--- src/sv/gmdfs_pkg.sv ---
// shared constants, codes and controller/datapath interface types
// for the grid maze depth-first path finder; no dependencies
`timescale 1ns / 1ps
`default_nettype none

package gmdfs_pkg;

  localparam int MAX_ROWS  = 64;
  localparam int MAX_COLS  = 64;
  localparam int ROW_W     = $clog2(MAX_ROWS);
  localparam int COL_W     = $clog2(MAX_COLS);
  localparam int CELL_W    = ROW_W + COL_W;
  localparam int CELLS     = MAX_ROWS * MAX_COLS;
  localparam int CNT_W     = CELL_W + 1;
  localparam int NUM_DIRS  = 4;
  localparam int DIR_W     = 3;
  localparam int CFG_W     = 7;
  localparam int CFG_IDX_W = 1;
  localparam int ACT_W     = 2;
  localparam int STAT_W    = 3;

  localparam logic [ACT_W-1:0] ACT_LOAD   = 2'd0;
  localparam logic [ACT_W-1:0] ACT_SEARCH = 2'd1;
  localparam logic [ACT_W-1:0] ACT_READ   = 2'd2;

  localparam logic [STAT_W-1:0] ST_DONE    = 3'd0;
  localparam logic [STAT_W-1:0] ST_FOUND   = 3'd1;
  localparam logic [STAT_W-1:0] ST_NOPATH  = 3'd2;
  localparam logic [STAT_W-1:0] ST_INVALID = 3'd3;
  localparam logic [STAT_W-1:0] ST_RANGE   = 3'd4;

  localparam logic [CFG_IDX_W-1:0] CFG_ROWS = 1'd0;
  localparam logic [CFG_IDX_W-1:0] CFG_COLS = 1'd1;

  localparam logic [DIR_W-1:0] DIR_DOWN  = 3'd0;
  localparam logic [DIR_W-1:0] DIR_UP    = 3'd1;
  localparam logic [DIR_W-1:0] DIR_RIGHT = 3'd2;
  localparam logic [DIR_W-1:0] DIR_LEFT  = 3'd3;

  typedef enum logic [1:0] {
    MA_NB,
    MA_START,
    MA_GOAL
  } maze_sel_e;

  typedef struct packed {
    logic              capture;
    logic              maze_wr;
    logic              cnt_clr;
    logic              clr_init;
    logic              clr_step;
    maze_sel_e         maze_sel;
    logic              cap_sblk;
    logic              push_start;
    logic              try_step;
    logic              push_nb;
    logic              pop;
    logic              path_rd_pop;
    logic              pop_load;
    logic              out_load;
    logic [STAT_W-1:0] out_status;
    logic              out_rd;
  } dp_cmd_t;

  typedef struct packed {
    logic range_ok;
    logic clr_last;
    logic sg_blk;
    logic sg_same;
    logic dir_done;
    logic nb_inb;
    logic nb_free;
    logic nb_goal;
    logic cnt_one;
    logic idx_ok;
  } dp_stat_t;

endpackage

`default_nettype wire

--- src/sv/gmdfs_ctrl.sv ---
// search controller: sequences load, read and depth-first search requests
// drives datapath commands from datapath status; uses gmdfs_pkg
`timescale 1ns / 1ps
`default_nettype none

module gmdfs_ctrl (
  input  logic                              clk_i,
  input  logic                              rst_ni,
  input  logic                              start_i,
  input  logic [gmdfs_pkg::ACT_W-1:0]       action_i,
  input  gmdfs_pkg::dp_stat_t               stat_i,
  output gmdfs_pkg::dp_cmd_t                cmd_o,
  output logic                              busy_o
);
  import gmdfs_pkg::*;

  localparam logic [3:0] S_IDLE = 4'd0;
  localparam logic [3:0] S_CLR  = 4'd1;
  localparam logic [3:0] S_RDS  = 4'd2;
  localparam logic [3:0] S_RDG  = 4'd3;
  localparam logic [3:0] S_EVAL = 4'd4;
  localparam logic [3:0] S_TRY  = 4'd5;
  localparam logic [3:0] S_CHK  = 4'd6;
  localparam logic [3:0] S_POPW = 4'd7;
  localparam logic [3:0] S_RDP  = 4'd8;

  logic [3:0] state_q, state_d;
  dp_cmd_t    cmd;

  always_ff @(posedge clk_i or negedge rst_ni) begin
    if (!rst_ni) begin
      state_q <= S_IDLE;
    end else begin
      state_q <= state_d;
    end
  end

  always_comb begin
    cmd            = '0;
    cmd.maze_sel   = MA_NB;
    cmd.out_status = ST_DONE;
    state_d        = state_q;
    case (state_q)
      S_IDLE: begin
        if (start_i) begin
          cmd.capture = 1'b1;
          case (action_i)
            ACT_LOAD: begin
              cmd.maze_wr  = 1'b1;
              cmd.out_load = 1'b1;
            end
            ACT_SEARCH: begin
              cmd.cnt_clr  = 1'b1;
              cmd.clr_init = 1'b1;
              state_d      = S_CLR;
            end
            ACT_READ: begin
              if (stat_i.idx_ok) begin
                state_d = S_RDP;
              end else begin
                cmd.out_load   = 1'b1;
                cmd.out_status = ST_RANGE;
              end
            end
            default: begin
              cmd.out_load = 1'b1;
            end
          endcase
        end
      end
      S_CLR: begin
        if (!stat_i.range_ok) begin
          cmd.out_load   = 1'b1;
          cmd.out_status = ST_INVALID;
          state_d        = S_IDLE;
        end else begin
          cmd.clr_step = 1'b1;
          if (stat_i.clr_last) begin
            state_d = S_RDS;
          end
        end
      end
      S_RDS: begin
        cmd.maze_sel = MA_START;
        state_d      = S_RDG;
      end
      S_RDG: begin
        cmd.maze_sel = MA_GOAL;
        cmd.cap_sblk = 1'b1;
        state_d      = S_EVAL;
      end
      S_EVAL: begin
        if (stat_i.sg_blk) begin
          cmd.out_load   = 1'b1;
          cmd.out_status = ST_INVALID;
          state_d        = S_IDLE;
        end else begin
          cmd.push_start = 1'b1;
          if (stat_i.sg_same) begin
            cmd.out_load   = 1'b1;
            cmd.out_status = ST_FOUND;
            state_d        = S_IDLE;
          end else begin
            state_d = S_TRY;
          end
        end
      end
      S_TRY: begin
        if (stat_i.dir_done) begin
          cmd.pop = 1'b1;
          if (stat_i.cnt_one) begin
            cmd.out_load   = 1'b1;
            cmd.out_status = ST_NOPATH;
            state_d        = S_IDLE;
          end else begin
            cmd.path_rd_pop = 1'b1;
            state_d         = S_POPW;
          end
        end else begin
          cmd.try_step = 1'b1;
          if (stat_i.nb_inb) begin
            state_d = S_CHK;
          end
        end
      end
      S_CHK: begin
        state_d = S_TRY;
        if (stat_i.nb_free) begin
          cmd.push_nb = 1'b1;
          if (stat_i.nb_goal) begin
            cmd.out_load   = 1'b1;
            cmd.out_status = ST_FOUND;
            state_d        = S_IDLE;
          end
        end
      end
      S_POPW: begin
        cmd.pop_load = 1'b1;
        state_d      = S_TRY;
      end
      S_RDP: begin
        cmd.out_load = 1'b1;
        cmd.out_rd   = 1'b1;
        state_d      = S_IDLE;
      end
      default: begin
        state_d = S_IDLE;
      end
    endcase
  end

  assign cmd_o  = cmd;
  assign busy_o = (state_q != S_IDLE);

  a_chk_after_try: assert property (@(posedge clk_i) disable iff (!rst_ni)
    (state_q == S_CHK) |-> ($past(state_q) == S_TRY))
    else $error("neighbor check not preceded by a try");

  a_popw_after_try: assert property (@(posedge clk_i) disable iff (!rst_ni)
    (state_q == S_POPW) |-> ($past(state_q) == S_TRY))
    else $error("pop reload not preceded by a try");

  a_result_ends_request: assert property (@(posedge clk_i) disable iff (!rst_ni)
    cmd.out_load |=> !busy_o)
    else $error("result issued without returning to idle");

  a_push_only_on_free: assert property (@(posedge clk_i) disable iff (!rst_ni)
    cmd.push_nb |-> (stat_i.nb_free && state_q == S_CHK))
    else $error("push of a neighbor that is not free");

endmodule

`default_nettype wire

--- config.mk ---
export PLATFORM = sky130hd
export DESIGN_NAME = gmdfs_ctrl
export DESIGN_NICKNAME = d
export VERILOG_FILES = /design/src/sv/gmdfs_pkg.sv /design/src/sv/gmdfs_ctrl.sv
export SDC_FILE = /design/constraint.sdc
export NUM_CORES = 1
export LEC_CHECK = 0
export ABC_AREA = 1
export ABC_CLOCK_PERIOD_IN_PS = 1500
export BUFFER_PORTS_ARGS = -buffer_cell sky130_fd_sc_hd__buf_2
export CORE_UTILIZATION = 35
export DETAILED_ROUTE_END_ITERATION = 10
export PLACE_DENSITY = 0.76
export RECOVER_POWER = 25
export SETUP_SLACK_MARGIN = 0.2
export SLEW_MARGIN = 20
export SYNTH_ARGS = -nofsm -noshare
export SYNTH_HDL_FRONTEND = slang
export SYNTH_SLANG_ARGS = --single-unit
--- constraint.sdc ---
create_clock -name clk_i -period 1.5 [get_ports clk_i]
set_input_delay 0.075 -clock clk_i [delete_from_list [all_inputs] [get_ports clk_i]]
set_output_delay 0.075 -clock clk_i [all_outputs]
set_load 0.05 [all_outputs]
### After elaboration in Yosys (flattened, before gate mapping)

Cells that the tools add are included.
Widths: inputs -> output; s select.

| storage, ports and cells | value |
|---|---|
| output and inout port bits | 20 |
| bits in registers | 4 |
| bits of input ports | 15 |
| word-level logic and storage cells | 65 |

| cells by class | value |
|---|---|
| equality and inequality tests | 15 |
| reductions and logical operators | 4 |
| muxes and demuxes | 45 |

Operators by type and width:

| operator | count |
|---|---|
| $mux 4 | 18 |
| $pmux 4 s8 | 1 |
| $eq 4x3->1 const B | 4 |
| $mux 3 | 5 |
| $pmux 3 s5 | 1 |
| $mux 1 | 13 |
| $ne 3x3->1 const B | 3 |
| $eq 4x2->1 const B | 2 |
| $pmux 4 s2 | 1 |
| $mux 2 | 3 |
| $pmux 1 s6 | 1 |
| $reduce_and 5->1 | 1 |
| $eq 4x1->1 const B | 1 |
| $eq 4x4->1 const B | 1 |
| $logic_not 4->1 | 1 |
| $pmux 2 s2 | 1 |
| $reduce_bool 4->1 | 1 |
| $ne 3x1->1 const B | 1 |
| $eq 2x1->1 const B | 1 |
| $eq 2x2->1 const B | 1 |
| $logic_not 2->1 | 1 |
| $ne 2x2->1 const B | 1 |
| $pmux 1 s2 | 1 |

### Longest topological paths before layout

Gate-level depths: netlist of run 1.

| logic depth | value |
|---|---|
| depth in word-level cells | 4 |
| gate-level depth with buffers | 8 |
| gate-level depth less buffers | 8 |

### Worst setup path before layout of run 1

Ideal clock, no wire load.

| timing | value |
|---|---|
| kind | reg2out |
| from | register state_q[3] |
| to | output cmd_o[17] (netlist name) |
| arrival | 2.051 ns |
| path slack | -0.626 ns |
| data required time | 1.425 ns |
| cell stages (with the launch flop) | 6 |
| path buffers | 0 |
| path through | dfrtp_1 > nor2_4 > nand2_4 > inv_2 > nand2_1 > nor3_1 |

RTL lines:

| item | line | RTL |
|---|---|---|
| start, declared | gmdfs_ctrl.sv:27 | `logic [3:0] state_q, state_d;` |
| start signal, assigned | gmdfs_ctrl.sv:34 | `state_q <= state_d;` |
| end, declared | gmdfs_ctrl.sv:12 | `output gmdfs_pkg::dp_cmd_t cmd_o,` |

==> results of run 1 <==
==> worst max-delay path, delay by kind of cell, from the launching register on <==
family	cells	cell delay (ps)
buf+inv	2	340
flops	1	440
simple gates	2	420
compound gates	1	270
==> final timing paths <==
check	from	end	cells past startpoint
max	state_q[2]$_DFFE_PN0P_	cmd_o[2]	5
min	rst_ni	state_q[2]$_DFFE_PN0P_	2
max reg2reg	state_q[2]$_DFFE_PN0P_	state_q[1]$_DFFE_PN0P_	8
min reg2reg	state_q[0]$_DFFE_PN0P_	state_q[2]$_DFFE_PN0P_	2
max in group asynchronous	rst_ni	state_q[0]$_DFFE_PN0P_	2
min in group clk_i	stat_i[8]	state_q[0]$_DFFE_PN0P_	6
==> layer usage <==
metal / up-vias / GRT usage
li1: 412 / -
met1: 436 / 0.277
met2: 42 / 0.397
met3: 10 / 0.0560
met4: 0 / 0.0125
met5: - / 0
==> cell families (layout without fill, tap and decap cells) <==
group,after synthesis,after routing,share of synthesized area
flops,4,4,0.177
buf+inv,23,80,0.159
compound gates,5,5,0.0530
simple gates,63,63,0.611
==> cell usage in the layout (no fill, tap or decap) <==
| cell | instances |
|---|---|
| nand2_1 | 12 |
| nand2_8 | 1 |
| nand4_1 | 2 |
| nor2_1 | 7 |
| inv_1 | 14 |
| clkbuf_4 | 3 |
| nor3_2 | 2 |
| buf_8 | 6 |
| buf_6 | 18 |
| nor2_4 | 11 |
| nand2_2 | 4 |
| nand3_2 | 3 |
| inv_2 | 5 |
| nor4_4 | 2 |
| clkbuf_1 | 1 |
| dlygate4sd3_1 | 1 |
| nand3_1 | 5 |
| or2_2 | 2 |
| a21oi_1 | 1 |
| clkinvlp_4 | 2 |
| inv_4 | 1 |
| nor3_4 | 1 |
| dfrtp_1 | 1 |
| a21oi_4 | 1 |
| nor2_2 | 4 |
| dfrtp_2 | 3 |
| nand3_4 | 2 |
| o211ai_1 | 1 |
| o21a_1 | 1 |
| buf_2 | 14 |
| buf_12 | 1 |
| o21ai_0 | 1 |
| buf_4 | 14 |
| nand2_4 | 5 |
==> cell usage after synthesis, drive strengths merged <==
cell and instances:
a21oi 2, buf 1, dfrtp 4, inv 22, nand2 22, nand3 10
nand4 2, nor2 22, nor3 3, nor4 2, o211ai 1, o21a 1
o21ai 1, or2 2
==> through the flow <==
| step | std cells | hold WS, ps | total power (W) | instance area, µm² | setup slack, ps |
|---|---|---|---|---|---|
| 5_1_grt | 168 | 225 | 0.00205 | 1300 | -295 |
| 3_3_place_gp | 150 | -118 | 0.00133 | 912 | 31.8 |
| 4_1_cts | 163 | 169 | 0.00178 | 1170 | -111 |
| 3_5_place_dp | 150 | -117 | 0.00135 | 912 | 3.66 |
| 2_1_floorplan | 95 | -221 | 0.00107 | 676 | -198 |
| 6_report | 168 | 205 | 0.00197 | 1300 | -295 |
==> final cells by class <==
type / instances / area, µm² / area share
clock buffer: 3 / 22.5 / 0.0174
inverter: 22 / 92.6 / 0.0714
multi-input combinational: 68 / 557 / 0.429
sequential: 4 / 104 / 0.0800
tap: 16 / 20.0 / 0.0154
timing repair buffer: 55 / 502 / 0.387
==> what timing repair did <==
item / CTS / global route
pin swaps: 8 / 4
hold buffers: 1 / 0
endpoints found under the setup margin: 23 / 24
gates resized for setup: 49 / 23
endpoints found under the hold margin: 4 / 0
setup buffers: 9 / 5
==> power by group <==
group,total (W),internal (W),switching [W]
sequential,0.000194,0.000137,0.0000568
combinational,0.00163,0.000668,0.000964
clock,0.000148,0.0000904,0.0000572
==> results.rst, run 1 <==
.. list-table::
   :header-rows: 1

   * - Metric
     - Value
   * - Result of the run
     - finished, violations left
   * - Violated checks
     - setup timing
   * - Type of the worst min-delay path
     - input pin to async pin
   * - Io pins
     - 35
   * - Share of the cycle needed by the critical path after routing
     - 1.20
   * - Seq cells post-synth
     - 4
   * - Max stage delay cell, worst path
     - dfrtp_1
   * - Post-Route M1 WL
     - 928 µm
   * - Endpoint class of the critical path
     - primary output
   * - Register containing the most flip-flops in the final layout
     - state_q
   * - Count of fill cells added during filler insertion
     - just under 80
   * - Critical Path RT
     - about 1400 ps
   * - Total clock sinks
     - 4
   * - Type of the worst setup path
     - flip-flop to primary output
   * - Critical-path cell list
     - inv_2, nor2_4, nand2_1, o211ai_1, buf_4
   * - H-tree levels
     - 1
   * - Hold Fails Final Rpt
     - 0
   * - Clock Latency Late Sink
     - 250 ps
   * - Initial core utilization
     - 0.376
   * - Warnings, synthesis
     - 0
   * - Power Dens Cells
     - roughly 1500 nW/µm²
   * - Fraction of synthesized cell area taken by the top area cell type
     - 0.177
   * - Area growth, synth to finish
     - 129%
   * - Antenna violations before repair
     - 0
   * - Vias
     - 900
   * - Vias in the first global route
     - 738
   * - Worst reg-to-reg setup slack
     - -20 ps
   * - Transition time at the pin with the least slew margin
     - between 300 and 400 ps
   * - Antenna diode instance count
     - 0
   * - Smallest setup slack after layout
     - -295 ps
   * - Initial DRT Pass Iterations
     - 4
   * - Highest Clock Rate
     - 557 MHz
   * - Post-route clock skew
     - approximately 22 ps
   * - Combined area of all synthesized cells
     - 567 µm²
   * - TritonCTS Buffers
     - 3
   * - Post-synth top area cell
     - dfrtp_1
   * - Proportion of synthesized chip area in sequential cells
     - 0.177
   * - Worst Path Max Fanout
     - 7
   * - Most area-consuming cells after synthesis
     - dfrtp_1, inv_1, nor2_4
   * - Synthesized area divided by synthesized cell count
     - ~6.0 µm²
   * - Top sig layer
     - met4
   * - Leakage Power
     - 0.660 nW
   * - Data arrival time of the critical path
     - ~1700 ps
   * - Number of buffers added on ports
     - 34
   * - Flip-flop count of the largest register, all copies and words added
     - 4
   * - First-pass GRT wire length
     - 3060 µm
   * - Total DRC errors in the routed layout
     - 0
   * - Synthesized netlist cell count
     - 95
   * - Final number of setup-violating endpoints
     - 19
   * - Regs by FF count
     - state_q (4)
   * - Worst stage delay on the critical path
     - 440 ps
   * - Gpl congestion
     - 0.839
   * - Total track usage
     - 0.221
   * - HPWL reported at the end of detailed placement
     - 1330 µm
   * - Relative slew slack
     - 0.789
   * - Share of final-layout standard cells stronger than drive strength 1
     - 0.691
   * - Core ar.
     - 1510 µm²
   * - CTS root buf
     - clkbuf_4
   * - End-of-flow core utilization
     - 0.861
   * - Net total in the final layout
     - between 150 and 200
   * - Clock-pin slew on the worst setup and hold paths
     - roughly 60 ps
   * - Avg Vias per Cell
     - 5.36
   * - Sum of routed wire length over all layers
     - 2460 µm
   * - Overall die area
     - 1780 µm²
   * - Routed Antenna Nets
     - 0
   * - Fin Setup TNS
     - -1720 ps
   * - Buffer levels on the longest clock path
     - 2
   * - Row cnt
     - 14
   * - Wire length on met3
     - 131 µm
   * - 1st-iter DRT viols
     - 16
   * - Die Ht
     - 42.2 µm
   * - Number of different library cells in the post-synthesis netlist
     - 20
   * - Total congestion overflow after global routing
     - 0
   * - Maximum number of pins on one net before global-route repair
     - 8
   * - Minimum period implied by the final worst setup slack
     - 1800 ps
   * - Max Cap Violations
     - 0
   * - CTS tree
     - yes
   * - Count of pins over their slew limit
     - 0
   * - Average detailed-routed wire length per instance
     - 14.6 µm
   * - Detailed-routed wire length on met2
     - 1290 µm
   * - Die width
     - 42.2 µm
   * - Worst vdd ir
     - 0.965 mV
   * - Setup repair after global routing missed its margin
     - yes
   * - Syn Nets
     - between 100 and 150
   * - Startpoint class of the critical path
     - flip-flop
(Power assumes the default switching activity.)
==> inputs of run 2 (changes only) <==
--- a/config.mk
+++ b/config.mk
@@ -8,6 +8,7 @@
 export ABC_AREA = 1
 export ABC_CLOCK_PERIOD_IN_PS = 1500
 export BUFFER_PORTS_ARGS = -buffer_cell sky130_fd_sc_hd__buf_2
+export CORE_MARGIN = 2
 export CORE_UTILIZATION = 35
 export DETAILED_ROUTE_END_ITERATION = 10
 export PLACE_DENSITY = 0.76
==> run 2 against run 1 <==
  * Sequential cell count unchanged
  * The run still ends with setup timing left
  * First-iteration DRC count increased to 3.7 times the previous value
  * Total power is 10% higher
  * Setup slack better by 71 ps
  * Count of clock-buffer cells in the layout stayed put
  * Sequential power hardly changed
  * Sequential share of layout area fell by 0.81 points
  * Clock power is 10% lower
  * Critical path depth grew 2
  * Utilization up 9.6 points
  * Non-clock buffer count increased by 7
  * Maximum frequency increased by 4.1%
==> results.rst, run 2 (synthesis results as in run 1) <==
.. list-table::
   :header-rows: 1

   * - Metric
     - Value
   * - First-pass GRT wire length
     - 4310 µm (+41%)
   * - Number of buffers added on ports
     - 34 (unchanged)
   * - Commonest cells after routing, fill and taps aside
     - buf_6, buf_4, buf_2
   * - Final number of setup-violating endpoints
     - 20 (+1)
   * - Relative slew slack
     - 0.800 (+0.0110)
   * - Row cnt
     - 14 (unchanged)
   * - Worst vdd ir
     - 1.01 mV (+4.9%)
   * - CTS tree
     - yes
   * - Count of pins over their slew limit
     - 0 (unchanged)
   * - Worst Path Buf+Inv
     - 2 (unchanged)
   * - Average detailed-routed wire length per instance
     - 21.8 µm (+49%)
   * - Maximum number of pins on one net before global-route repair
     - 6 (-2)
   * - Leakage Power
     - 0.715 nW (+8.3%)
   * - Data arrival time of the critical path
     - 1650 ps (-70 ps)
   * - Worst reg-to-reg setup slack
     - -100 ps (-80 ps)
   * - Result of the run
     - finished, violations left
   * - Max Cap Violations
     - 0 (unchanged)
   * - Highest Clock Rate
     - 580 MHz (+4.1%)
   * - Cell Area, Placed
     - 912 µm² (unchanged)
   * - Antenna violations before repair
     - 0 (unchanged)
   * - 1st-iter DRT viols
     - 59 (+43)
   * - Routed Antenna Nets
     - 0 (unchanged)
   * - Flip-flop count of the largest register, all copies and words added
     - 4 (unchanged)
   * - Avg Vias per Cell
     - 5.97 (+11%)
   * - Net total in the final layout
     - 176 (+4.1%)
   * - Worst Hold Slack
     - 214 ps (+8.78 ps)
   * - Antenna diode instance count
     - 0 (unchanged)
   * - Count of fill cells added during filler insertion
     - 36 (-54%)
   * - Io pins
     - 35 (unchanged)
   * - Total congestion overflow after global routing
     - 0 (unchanged)
   * - Gpl congestion
     - 0.816 (-2.7%)
   * - Endpoint class of the critical path
     - primary output
   * - Total DRC errors in the routed layout
     - 0 (unchanged)
   * - Die width
     - 44.2 µm (+4.7%)
   * - Buffer levels on the longest clock path
     - 2 (unchanged)
   * - Worst stage delay on the critical path
     - 420 ps (-20 ps)
   * - Max stage delay cell, worst path
     - dfrtp_1
   * - Setup repair after global routing missed its margin
     - yes
   * - Clock Latency Late Sink
     - 240 ps (about the same)
   * - Clock-pin slew on the worst setup and hold paths
     - 40 ps (-20 ps)
   * - HPWL reported at the end of detailed placement
     - 1440 µm (+7.6%)
   * - Die Ht
     - 44.2 µm (+4.7%)
   * - Minimum period implied by the final worst setup slack
     - 1720 ps (-70.7 ps)
   * - Vias
     - 1045 (+16%)
   * - H-tree levels
     - 1 (unchanged)
   * - Violated checks
     - setup timing
   * - Leading cell type in the layout, fill and taps excluded
     - buf_6
   * - Share of the cycle needed by the critical path after routing
     - 1.15 (-0.0471)
   * - Hold Fails Final Rpt
     - 0 (unchanged)
   * - Critical register-to-register path startpoint
     - state_q[2]$_DFFE_PN0P_
   * - Start point of the critical path
     - state_q[2]$_DFFE_PN0P_
   * - Register containing the most flip-flops in the final layout
     - state_q
   * - Endpoint of the worst-slack reg-to-reg timing path
     - state_q[0]$_DFFE_PN0P_
   * - Regs by FF count
     - state_q (4)
   * - Design area
     - 1440 µm² (+11%)
   * - Share of final-layout standard cells stronger than drive strength 1
     - 0.730 (+0.0388)
   * - TritonCTS Buffers
     - 3 (unchanged)
   * - Total clock sinks
     - 4 (unchanged)
   * - Initial core utilization
     - 0.376 (unchanged)
   * - Type of the worst min-delay path
     - input pin to async pin
   * - CTS root buf
     - clkbuf_4
   * - Core ar.
     - 1510 µm² (unchanged)
   * - Critical Path RT
     - 1420 ps (about the same)
   * - Cell depth of the worst flop-to-flop path
     - 11 (+3)
   * - Area growth, synth to finish
     - 155%
   * - Smallest setup slack after layout
     - -225 ps (+70.7 ps)
   * - Startpoint class of the critical path
     - flip-flop
   * - Vias in the first global route
     - 959 (+30%)
   * - Type of the worst setup path
     - flip-flop to primary output
   * - Worst path most repeated cell
     - nor2_4
   * - End-of-flow core utilization
     - 0.958 (+0.0963)
   * - Total track usage
     - 0.303 (+0.0818)
   * - Overall die area
     - 1960 µm² (+9.7%)
   * - Worst Path Max Fanout
     - 5 (-2)
   * - Initial DRT Pass Iterations
     - 4 (unchanged)
   * - Post-route clock skew
     - 8.69 ps (-12.9 ps)
   * - Sum of routed wire length over all layers
     - 3810 µm (+55%)
   * - Power Dens Cells
     - 1510 nW/µm² (-0.73%)
   * - Transition time at the pin with the least slew margin
     - 300 ps (-16.4 ps)
   * - Kind of cell with the highest combined delay on the critical path
     - simple AND/OR/NAND/NOR gates
   * - Critical-path cell list
     - inv_2, nor2_4, nand2_4, nor2_4, nand2_2, o211ai_1, buf_4
## run 2: changes by cell type in the layout (fill, tap and decap cells not counted)
cell / previous run / this run
nor3_2: 2 / 1
buf_8: 6 / 10
nor3_4: 1 / 2
nand2_8: 1 / 2
buf_12: 1 / 2
nand2_1: 12 / 11
nor2_2: 4 / 3
nor2_4: 11 / 13
nand3_4: 2 / 3
nand3_1: 5 / 4
buf_4: 14 / 16
inv_1: 14 / 13
nor2_1: 7 / 6
inv_4: 1 / 2
## run 2: final cells by class
type / instances / area [µm²] / area share
Timing Repair Buffer: 62 / 597 / 0.414
Clock buffer: 3 / 22.5 / 0.0156
Sequential cell: 4 / 104 / 0.0720
Tap cell: 16 / 20.0 / 0.0139
Inverter: 22 / 95.1 / 0.0659
Multi-Input combinational cell: 68 / 604 / 0.419
## run 2: metrics by stage
step,setup TNS (ps),power (W),instances,worst slack (ps)
5_1_grt,-2840,0.00223,175,-277
3_3_place_gp,0,0.00134,150,30.7
4_1_cts,-554,0.00188,166,-105
2_1_floorplan,-424,0.00107,95,-198
3_5_place_dp,0,0.00135,150,5.63
6_report,-1960,0.00218,175,-225
## run 2: what timing repair did
| item | CTS | global route |
|---|---|---|
| endpoints found under the hold margin | 4 | 0 |
| setup endpoints to repair | 22 | 24 |
| gates resized for setup | 68 | 22 |
| pin swaps | 14 | 12 |
| setup buffers | 12 | 9 |
| hold buffers | 1 | 0 |
## run 2: worst max path at each step
stage / to / cells past startpoint / slack (ps)
final: cmd_o[2] / 7 / -220
after global routing: cmd_o[2] / 7 / -280
after CTS: cmd_o[17] / 7 / -100
after detailed placement: cmd_o[4] / 7 / 6
after global placement: cmd_o[4] / 7 / 30
after floorplan: cmd_o[2] / 6 / -200
## run 2: metal layers
metal | vias up | track usage | share of wire
li1 | 424 | - | -
met1 | 483 | 0.352 | 0.35
met3 | 38 | 0.0694 | 0.086
met5 | - | 0 | 0
met2 | 100 | 0.515 | 0.46
met4 | 0 | 0.158 | 0.097
## run 2: worst register-to-register path: stages, from the launching register on
cell	delay [ps]
dfrtp_1	420
inv_2	90
nor2_4	220
buf_6	150
nand2_8	50
buf_4	140
buf_6	120
nor2_4	90
nor2_1	60
nand2_1	60
nand2_1	60
nand2_1	60
## run 2: where the power goes
group / internal [W] / leakage, nW / switching, W / total [W]
combinational: 0.000733 / 0.651 / 0.00112 / 0.00185
sequential: 0.000138 / 0.0498 / 0.0000541 / 0.000192
clock: 0.0000894 / 0.0138 / 0.0000435 / 0.000133
total: 0.000960 / 0.715 / 0.00122 / 0.00218
==> inputs of run 3 (changes only) <==
--- a/config.mk
+++ b/config.mk
@@ -18,3 +18,4 @@
 export SYNTH_ARGS = -nofsm -noshare
 export SYNTH_HDL_FRONTEND = slang
 export SYNTH_SLANG_ARGS = --single-unit
+export TNS_END_PERCENT = 5
==> run 3 against run 2 <==
  * Die area unchanged
  * Critical endpoint is now cmd_o[4]
  * Combinational power decreased by 32%
  * Via count is 24% lower
  * The run still ends with setup timing left
==> results.rst, run 3 (synthesis results as in run 1) <==
.. list-table::
   :header-rows: 1

   * - Metric
     - Value
   * - First-pass GRT wire length
     - 3120 µm (-28%)
   * - Clock-pin slew on the worst setup and hold paths
     - 40 ps (about the same)
   * - Avg Vias per Cell
     - 4.97 (-17%)
   * - Register containing the most flip-flops in the final layout
     - state_q
   * - Initial DRT Pass Iterations
     - 4 (unchanged)
   * - Startpoint class of the critical path
     - flip-flop
   * - CTS root buf
     - clkbuf_4
   * - Worst stage delay on the critical path
     - 410 ps (about the same)
   * - Max stage delay cell, worst path
     - dfrtp_1
   * - Smallest setup slack after layout
     - -58.6 ps (+166 ps)
   * - Buffer levels on the longest clock path
     - 2 (unchanged)
   * - Highest Clock Rate
     - 642 MHz (+11%)
   * - Critical Path End
     - cmd_o[4]
   * - Relative slew slack
     - 0.820 (+0.0201)
   * - Routed Antenna Nets
     - 0 (unchanged)
   * - Regs by FF count
     - state_q (4)
   * - Gpl congestion
     - 0.859 (+5.3%)
   * - Type of the worst min-delay path
     - input pin to async pin
   * - Share of final-layout standard cells stronger than drive strength 1
     - 0.569 (-0.160)
   * - Cell internal power dissipation
     - 0.000684 W (-29%)
   * - Sw Pwr
     - 0.000912 W (-25%)
   * - Worst Path Max Fanout
     - 4 (-1)
   * - Switching part of the total power
     - 0.572 (+0.0125)
   * - Antenna violations before repair
     - 0 (unchanged)
   * - Overall die area
     - 1960 µm² (unchanged)
   * - Share of the cycle needed by the critical path after routing
     - 1.04 (-0.111)
   * - Maximum number of pins on one net before global-route repair
     - 6 (unchanged)
   * - Leakage Power
     - 0.605 nW (-15%)
   * - Row cnt
     - 14 (unchanged)
   * - Antenna diode instance count
     - 0 (unchanged)
   * - Core ar.
     - 1510 µm² (unchanged)
   * - Number of buffers added on ports
     - 34 (unchanged)
   * - Endpoint of the worst-slack reg-to-reg timing path
     - state_q[0]$_DFFE_PN0P_
   * - Fin Setup TNS
     - -144 ps (+1820 ps)
   * - Flip-flop count of the largest register, all copies and words added
     - 4 (unchanged)
   * - Die width
     - 44.2 µm (unchanged)
   * - Critical register-to-register path startpoint
     - state_q[1]$_DFFE_PN0P_
   * - Io pins
     - 35 (unchanged)
   * - Sum of routed wire length over all layers
     - 1850 µm (-52%)
   * - Minimum period implied by the final worst setup slack
     - 1560 ps (-166 ps)
   * - Initial core utilization
     - 0.376 (unchanged)
   * - TritonCTS Buffers
     - 3 (unchanged)
   * - Net total in the final layout
     - 160 (-9.1%)
   * - Setup repair after global routing missed its margin
     - yes
   * - Endpoint class of the critical path
     - primary output
   * - Clock Latency Late Sink
     - 240 ps (about the same)
   * - Total congestion overflow after global routing
     - 0 (unchanged)
   * - Vias in the first global route
     - 776 (-19%)
   * - Commonest cells after routing, fill and taps aside
     - inv_1, buf_2, nand2_1, buf_4, buf_6
   * - Share of power burned in the clock network
     - 0.097 (+0.036)
   * - Worst vdd ir
     - 1.01 mV (about the same)
   * - Data arrival time of the critical path
     - 1480 ps (-170 ps)
   * - Total clock sinks
     - 4 (unchanged)
   * - Type of the worst setup path
     - flip-flop to primary output
   * - Critical-path cell list
     - inv_2, nor2_4, buf_4, nand4_1, nand3_2, nor2_1, nand2_1, buf_6
   * - Leading cell type in the layout, fill and taps excluded
     - inv_1
   * - Max Cap Violations
     - 0 (unchanged)
   * - Worst reg-to-reg setup slack
     - 140 ps (+240 ps)
   * - Transition time at the pin with the least slew margin
     - 270 ps (-30.2 ps)
   * - Start point of the critical path
     - state_q[2]$_DFFE_PN0P_
   * - Hold Fails Final Rpt
     - 0 (unchanged)
   * - Die Ht
     - 44.2 µm (unchanged)
   * - Post-route clock skew
     - 3.18 ps (-5.51 ps)
   * - Total track usage
     - 0.215 (-0.0874)
   * - Vias
     - 795 (-24%)
   * - HPWL reported at the end of detailed placement
     - 1390 µm (-3.0%)
   * - H-tree levels
     - 1 (unchanged)
   * - Final number of setup-violating endpoints
     - 3 (-85%)
   * - Area growth, synth to finish
     - 85.7%
   * - Sequential share of power
     - 0.113 (+0.025)
   * - Result of the run
     - finished, violations left
   * - End-of-flow core utilization
     - 0.699 (-0.259)
   * - Total DRC errors in the routed layout
     - 0 (unchanged)
   * - Cell depth of the worst flop-to-flop path
     - 8 (-3)
   * - Worst Hold Slack
     - 186 ps (-27.8 ps)
   * - CTS tree
     - yes
   * - Average detailed-routed wire length per instance
     - 11.5 µm (-47%)
   * - Count of pins over their slew limit
     - 0 (unchanged)
   * - Power Dens Cells
     - 1520 nW/µm² (+0.41%)
   * - Violated checks
     - setup timing
   * - Combinational power share
     - 0.791 (-0.060)
   * - Critical Path RT
     - 1420 ps (about the same)
   * - 1st-iter DRT viols
     - 25 (-58%)
-- run 3: changes by cell type in the layout (fill, tap and decap cells not counted), sizes merged --
| cell | delta |
|---|---|
| inv | +2 |
| buf | -16 |
| clkinvlp | -2 |
| clkbuf | +1 |
-- run 3: per-stage QoR --
step | worst slack, ps | area [µm²] | instances | power, W
floorplan | -198 | 618 | 95 | 0.000960
CTS | -61.2 | 1040 | 160 | 0.00158
global route | -154 | 1050 | 160 | 0.00170
detailed placement | -29.1 | 827 | 148 | 0.00120
global placement | 14.7 | 827 | 148 | 0.00118
finish | -58.6 | 1050 | 160 | 0.00160
-- run 3: worst max-delay path, delay by kind of cell, from the launching register on --
family        cells  cell delay (ps)
simple gates      5              460
flops             1              410
buf+inv           3              370
-- run 3: final cells by class --
class                   count  area, µm²
fillers                   127        454
multi-input cells          68        453
repair buffers             46        364
flip-flops and latches      4        104
inverters                  22       85.1
clock buffers               4       26.3
well taps                  16       20.0
-- run 3: per-layer routing --
| metal | vias up | share of wire | GRT usage |
|---|---|---|---|
| met3 | 0 | 0.087 | 0.0531 |
| met4 | 0 | 0 | 0.0364 |
| met5 | - | 0 | 0 |
| li1 | 389 | - | - |
| met2 | 40 | 0.53 | 0.409 |
| met1 | 366 | 0.38 | 0.243 |
-- run 3: timing repair --
item | 4_1_cts | 5_1_grt
hold buffers | 1 | 0
cloned | 0 | 0
pin swaps | 11 | 4
endpoints found under the setup margin | 21 | 23
buffers inserted | 7 | 0
endpoints found under the hold margin | 4 | 0
resized for setup | 42 | 3
-- run 3: how the worst min path moves through the flow --
stage / slack [ps] / startpoint / end / cells after the start
3_3_place_gp: -120 / rst_ni / state_q[0]$_DFFE_PN0P_ / 1
4_1_cts: 160 / rst_ni / state_q[0]$_DFFE_PN0P_ / 2
6_report: 190 / rst_ni / state_q[0]$_DFFE_PN0P_ / 2
2_1_floorplan: -220 / rst_ni / state_q[0]$_DFFE_PN0P_ / 0
5_1_grt: 200 / rst_ni / state_q[3]$_DFFE_PN0P_ / 2
3_5_place_dp: -120 / rst_ni / state_q[0]$_DFFE_PN0P_ / 1
-- run 3: power groups by stage --
stage	clock network (W)	registers, W	logic (W)
floorplan	0	0.000182	0.000777
global placement	0	0.000181	0.00100
detailed placement	0	0.000184	0.00101
CTS	0.000155	0.000179	0.00125
global route	0.000169	0.000183	0.00135
finish	0.000154	0.000180	0.00126
